<file path="src/design/segment_intersection_classify_defines.svh">
// ----------------------------------------------------------------------------
// Segment intersection classifier assertion macros
// Assertion wrappers for the design files; only sic_sat includes them.
// ----------------------------------------------------------------------------
`ifndef SEGMENT_INTERSECTION_CLASSIFY_DEFINES_SVH
`define SEGMENT_INTERSECTION_CLASSIFY_DEFINES_SVH
`ifndef NO_ASSERTIONS
`define SIC_ASSERT(lbl, prop) \
    lbl: assert property (@(posedge aclk) disable iff (!aresetn) prop) \
        else $error("assertion failed");
`define SIC_ASSERT_NORST(lbl, prop) \
    lbl: assert property (@(posedge aclk) prop) \
        else $error("assertion failed");
`else
`define SIC_ASSERT(lbl, prop)
`define SIC_ASSERT_NORST(lbl, prop)
`endif
`endif

</file>
<file path="src/design/sic_pkg.sv">
// ----------------------------------------------------------------------------
// Segment intersection classifier package
// Shared constants, class codes and sideband type.
// ----------------------------------------------------------------------------
`timescale 1ns / 1ps
`default_nettype none
package sic_pkg;
    localparam int COORD_WIDTH_DEF = 16;
    localparam int FRAC_BITS_DEF   = 16;
    localparam int IN_W            = 16;
    localparam int OUT_W           = 48;

    typedef enum logic [2:0] {
        CLS_COLLINEAR = 3'd0,
        CLS_PARALLEL  = 3'd1,
        CLS_CROSS     = 3'd2,
        CLS_CD_ONLY   = 3'd3,
        CLS_AB_ONLY   = 3'd4,
        CLS_LINES     = 3'd5
    } line_class_t;

    localparam logic signed [OUT_W-1:0] OUT_POS_MAX = {1'b0, {(OUT_W-1){1'b1}}};
    localparam logic signed [OUT_W-1:0] OUT_NEG_MIN = {1'b1, {(OUT_W-1){1'b0}}};

    typedef struct packed {
        line_class_t cls;
        logic        neg_x;
        logic        neg_y;
        logic        den_zero;
    } sic_side_t;
endpackage
`default_nettype wire

</file>
<file path="src/design/sic_sat.sv">
// ----------------------------------------------------------------------------
// Segment intersection output stage
// Applies the sign, saturates to the output range and holds the result beat.
// ----------------------------------------------------------------------------
`timescale 1ns / 1ps
`default_nettype none
`include "segment_intersection_classify_defines.svh"
module sic_sat import sic_pkg::*; #(
    parameter int QW = 3 * COORD_WIDTH_DEF + 5 + FRAC_BITS_DEF
) (
    input  wire logic                      aclk,
    input  wire logic                      aresetn,
    input  wire logic                      adv,
    input  wire logic                      in_valid,
    input  wire logic [QW-1:0]             quo_x,
    input  wire logic [QW-1:0]             quo_y,
    input  wire sic_side_t                 side,
    output logic                           m_valid,
    input  wire logic                      m_ready,
    output logic [2:0]                     m_line_class,
    output logic signed [OUT_W-1:0]        m_cross_x,
    output logic signed [OUT_W-1:0]        m_cross_y,
    output logic                           m_clipped
);
    localparam int EW = (QW > OUT_W + 1) ? QW : OUT_W + 1;
    localparam logic [EW-1:0] POS_L = EW'(OUT_POS_MAX);
    localparam logic [EW-1:0] NEG_L = EW'(OUT_POS_MAX) + EW'(1);

    logic [EW-1:0]           ex, ey;
    logic                    cpx, cpy;
    logic signed [OUT_W-1:0] vx, vy;

    assign ex  = EW'(quo_x);
    assign ey  = EW'(quo_y);
    assign cpx = side.neg_x ? (ex > NEG_L) : (ex > POS_L);
    assign cpy = side.neg_y ? (ey > NEG_L) : (ey > POS_L);

    always_comb begin
        if (cpx) begin
            vx = side.neg_x ? OUT_NEG_MIN : OUT_POS_MAX;
        end else begin
            vx = side.neg_x ? OUT_W'(-ex) : OUT_W'(ex);
        end
        if (cpy) begin
            vy = side.neg_y ? OUT_NEG_MIN : OUT_POS_MAX;
        end else begin
            vy = side.neg_y ? OUT_W'(-ey) : OUT_W'(ey);
        end
    end

    always_ff @(posedge aclk) begin
        if (!aresetn) begin
            m_valid <= 1'b0;
        end else if (adv) begin
            m_valid <= in_valid;
        end
    end

    always_ff @(posedge aclk) begin
        if (adv) begin
            m_line_class <= side.cls;
            m_cross_x    <= side.den_zero ? '0 : vx;
            m_cross_y    <= side.den_zero ? '0 : vy;
            m_clipped    <= side.den_zero ? 1'b0 : (cpx | cpy);
        end
    end

    `SIC_ASSERT(a_zero_point, m_valid && (m_line_class == CLS_COLLINEAR || m_line_class == CLS_PARALLEL) |-> m_cross_x == '0 && m_cross_y == '0 && !m_clipped)
    `SIC_ASSERT(a_clip_limit, m_valid && m_clipped |-> m_cross_x == OUT_POS_MAX || m_cross_x == OUT_NEG_MIN || m_cross_y == OUT_POS_MAX || m_cross_y == OUT_NEG_MIN)
    `SIC_ASSERT_NORST(a_reset_empty, $past(!aresetn) |-> !m_valid)
endmodule
`default_nettype wire

</file>
<file path="config.mk">
export PLATFORM = sky130hd
export DESIGN_NAME = sic_sat
export DESIGN_NICKNAME = d
export VERILOG_FILES = /design/src/design/sic_pkg.sv /design/src/design/sic_sat.sv
export VERILOG_INCLUDE_DIRS = /design/src /design/src/design
export SDC_FILE = /design/constraint.sdc
export NUM_CORES = 1
export LEC_CHECK = 0
export BUFFER_PORTS_ARGS = -buffer_cell sky130_fd_sc_hd__buf_2
export CAP_MARGIN = 40
export CORE_MARGIN = 4
export CORE_UTILIZATION = 52
export DETAILED_ROUTE_END_ITERATION = 7
export GPL_TIMING_DRIVEN = 0
export PLACE_DENSITY = 0.82
export SLEW_MARGIN = 20
export SYNTH_ARGS = -nofsm -noshare
export SYNTH_HDL_FRONTEND = slang
export SYNTH_SLANG_ARGS = --single-unit
</file>
<file path="constraint.sdc">
create_clock -name aclk -period 3.35 [get_ports aclk]
set_input_delay 0.1675 -clock aclk [delete_from_list [all_inputs] [get_ports aclk]]
set_output_delay 0.1675 -clock aclk [all_outputs]
set_load 0.05 [all_outputs]
</file>
==> flow_summary.yaml <==
yosys:
  yosys.area_share.simple: 0.2784
  avgSynthCellArea_um2: 9.177
  synthAdderAreaFrac: 0.006878
  synth_edf_count: 100
  postSynthCellCount: 793
  synth_compound_area_frac: 0.2043
  ys.warnings.count: 0
  yosysSeqAreaShare: 0.4154
  synth_top_family_by_area: "simple AND/OR/NAND/NOR gates"
  synth_seq_cells: 101
  synthXorXnorAreaFrac: 0.04935
  synthMuxAreaShare: 0.001376
  syn_nets: 946
  async_flop_share: 0
  synth_area_um2: 7277
  synth_cell_types: 70
  ys.flop_type: "edfxtp_1"
floorplan:
  ios: 250
  start_util: 0.5409
  dieArea_um2: 15950
  die_w_um: 126.3
  die_h_um: 126.3
  fp.coreArea_um2: 13450
  num_rows: 42
sta:
  worst_slew_pin_slew_ns: 0.8533
  rsz0062_at_grt: "no"
  timing.fmax_mhz: 343.8
  finalHoldViolCount: 0
  fin_tns_setup_ns: 0
  finalSetupViolCount: 0
  maxSlewHeadroom: 0.4236
  finalCritPeriodShare: 0.8682
  drv_slew: 0
  skew_ns: 0
  finalCriticalPeriod_ns: 2.909
cells_and_area:
  regArea_um2: 3023
  nets: 1199
  layout_common_cells: "242 x buf_2, 100 x edfxtp_1, 70 x nand2_1"
  syn2layout_area_growth_pct: 24.66
  fillCellCount: 1162
  drive_above_1_share: 0.2807
  mostFrequentLayoutCell: "buf_2"
  finalNonFillerCells: 1228
  multi_input_area_um2: 3931
setup_path:
  crit_required_ns: 3.55
  endpoint: "m_cross_x[34]"
  endpoint_kind: "register"
  startpoint_type: "primary input"
  reg2reg_to: "m_valid"
  cp.arrival_ns: 3.11
  worstSetupStartpoint: "quo_x[0]"
  r2r_start: "m_valid"
  critPathKind: "primary input to register"
  crit_path_max_fanout: 10
  r2r_cells: 2
  r2r_setup_slack_ns: 2.76
cts:
  clk_pin_slew_ns: 0.07
  cts_made_buffers: 9
  cts.root.buffer_cell: "clkbuf_16"
  clock_sinks: 101
  cts_tree: "built"
  htreeDepth: 3
  clk_latency_ns: 0.36
  cts_buffer_depth: 2
global_routing:
  grt_usage: 0.3377
  grt_overflow: 0
  first_global_vias: 7892
  antenna_found_initial: 1
  grt_pass1_wl_um: 42650
  grt_max_degree: 57
drt:
  firstDrtPassIters: 7
  drc: 0
  vias: 8284
  via_per_inst: 6.746
  final_antenna_net_count: 0
  wl_per_cell_um: 22.85
  wirelength_um: 28070
  first_iter_violations: 1098
power:
  switching_share: 0.3576
  p_leak_nw: 3.212
  p_int_mw: 2.388
  pwr-share-clk: 0.305
  p_seq_frac: 0.416
  p_switching_mw: 1.330
  pwr-share-comb: 0.278
  irDropWorstVdd_v: 0.0002978
  p_per_area_nw_per_um2: 409.9
placed_design:
  dp_hpwl_um: 21850
  port_buffers: 238
  place.gp.congestion: 0.9922
  dp_cells: 1208
hold_path:
  hold_path_class: "primary input to register"
job:
  drv_cap: 0
outcome:
  status: "complete, no violations"
logic make-up (layout without fill, tap and decap cells):
logic type / after synthesis / count (layout)
muxes: 1 / 1
buffers and inverters: 73 / 331
and+or+nand+nor: 354 / 354
adders and majority gates: 4 / 4
xor gates and xnor gates: 41 / 41
AOI/OAI and AO/OA: 219 / 219
DFF: 101 / 101
other: 0 / 1
layer usage:
layer,vias up,wire [µm],global-route usage
met5,-,0,0
met4,0,1556,0.1697
met3,115,3064,0.07987
met2,652,13360,0.5750
met1,3818,10090,0.4004
li1,3699,-,-
power groups by stage:
stage	registers [mW]	logic [mW]	clock network, mW
finish	1.55	1.03	1.14
floorplan	1.97	0.246	0
detailed placement	1.58	1.02	0
global route	1.56	1.08	1.19
global placement	1.58	1.01	0
CTS	1.55	1.03	1.14
worst max-delay path: stages:
cell	delay (ns)
buf_2	0.16
inv_1	0.07
ha_1	0.20
nor3b_1	0.47
nand4_1	0.53
or3_1	0.59
o31ai_4	0.27
nand2_1	0.17
clkbuf_1	0.25
o21ai_0	0.22
how the worst min path moves through the flow:
stage | startpoint | end | slack (ns) | depth (start not counted)
after floorplan | side[3] | m_line_class[0] | 0.27 | 0
final | aresetn | m_valid | 0.02 | 2
after global placement | side[3] | m_line_class[0] | 0.34 | 1
after global routing | aresetn | m_valid | 0.05 | 2
after detailed placement | side[3] | m_line_class[0] | 0.35 | 1
after CTS | aresetn | m_valid | 0.02 | 2
final cells by class:
cell class / instances / area share
multi-input combinational: 619 / 0.4334
sequential: 101 / 0.3332
timing repair buffer: 242 / 0.1383
buffer: 57 / 0.02897
clock buffer: 10 / 0.02634
tap: 176 / 0.02428
clock inverter: 6 / 0.008552
inverter: 16 / 0.006621
antenna: 1 / 0.0002759
synthesized netlist by cell type, types with 10 or more instances:
| master | count | area, µm² |
|---|---|---|
| a211oi_1 | 10 | 75.07 |
| a21oi_1 | 22 | 110.1 |
| a31oi_1 | 41 | 256.5 |
| a41oi_1 | 13 | 113.9 |
| and3_1 | 10 | 62.56 |
| and4_1 | 12 | 105.1 |
| clkbuf_1 | 43 | 161.4 |
| edfxtp_1 | 100 | 3003 |
| inv_1 | 16 | 60.06 |
| nand2_1 | 70 | 262.8 |
| nand3_1 | 16 | 80.08 |
| nand4_1 | 46 | 287.8 |
| nor2_1 | 38 | 142.6 |
| nor3_1 | 34 | 170.2 |
| nor4_1 | 38 | 237.7 |
| o21ai_0 | 65 | 325.3 |
| o31ai_1 | 16 | 120.1 |
| o41ai_1 | 10 | 87.58 |
| or2_2 | 10 | 62.56 |
| or3_1 | 21 | 131.4 |
| or4_1 | 16 | 120.1 |
| xnor2_1 | 18 | 157.7 |
| xor2_1 | 23 | 201.4 |
sequential cells by signal, indices dropped and copies added, names as in the netlist:
name and flops:
m_cross_x 48, m_cross_y 48, m_line_class 3, m_clipped 1
m_valid 1
per-stage QoR:
stage	total power, mW	worst slack, ns	util	area (µm²)	hold WS, ns
floorplan	2.213	0.8921	-	7277	0.2664
global placement	2.585	0.1766	0.6458	8688	0.3441
detailed placement	2.594	0.1342	0.6483	8722	0.3467
CTS	3.714	0.5099	0.6741	9069	0.01959
global route	3.835	0.2558	0.6743	9071	0.04597
finish	3.718	0.4414	0.6743	9071	0.02289
what timing repair did:
| item | CTS | global route |
|---|---|---|
| setup buffers | 0 | 0 |
| resized for setup | 0 | 0 |
| hold endpoints to repair | 3 | 0 |
| hold buffers | 3 | 0 |
(Power assumes the default switching activity.)
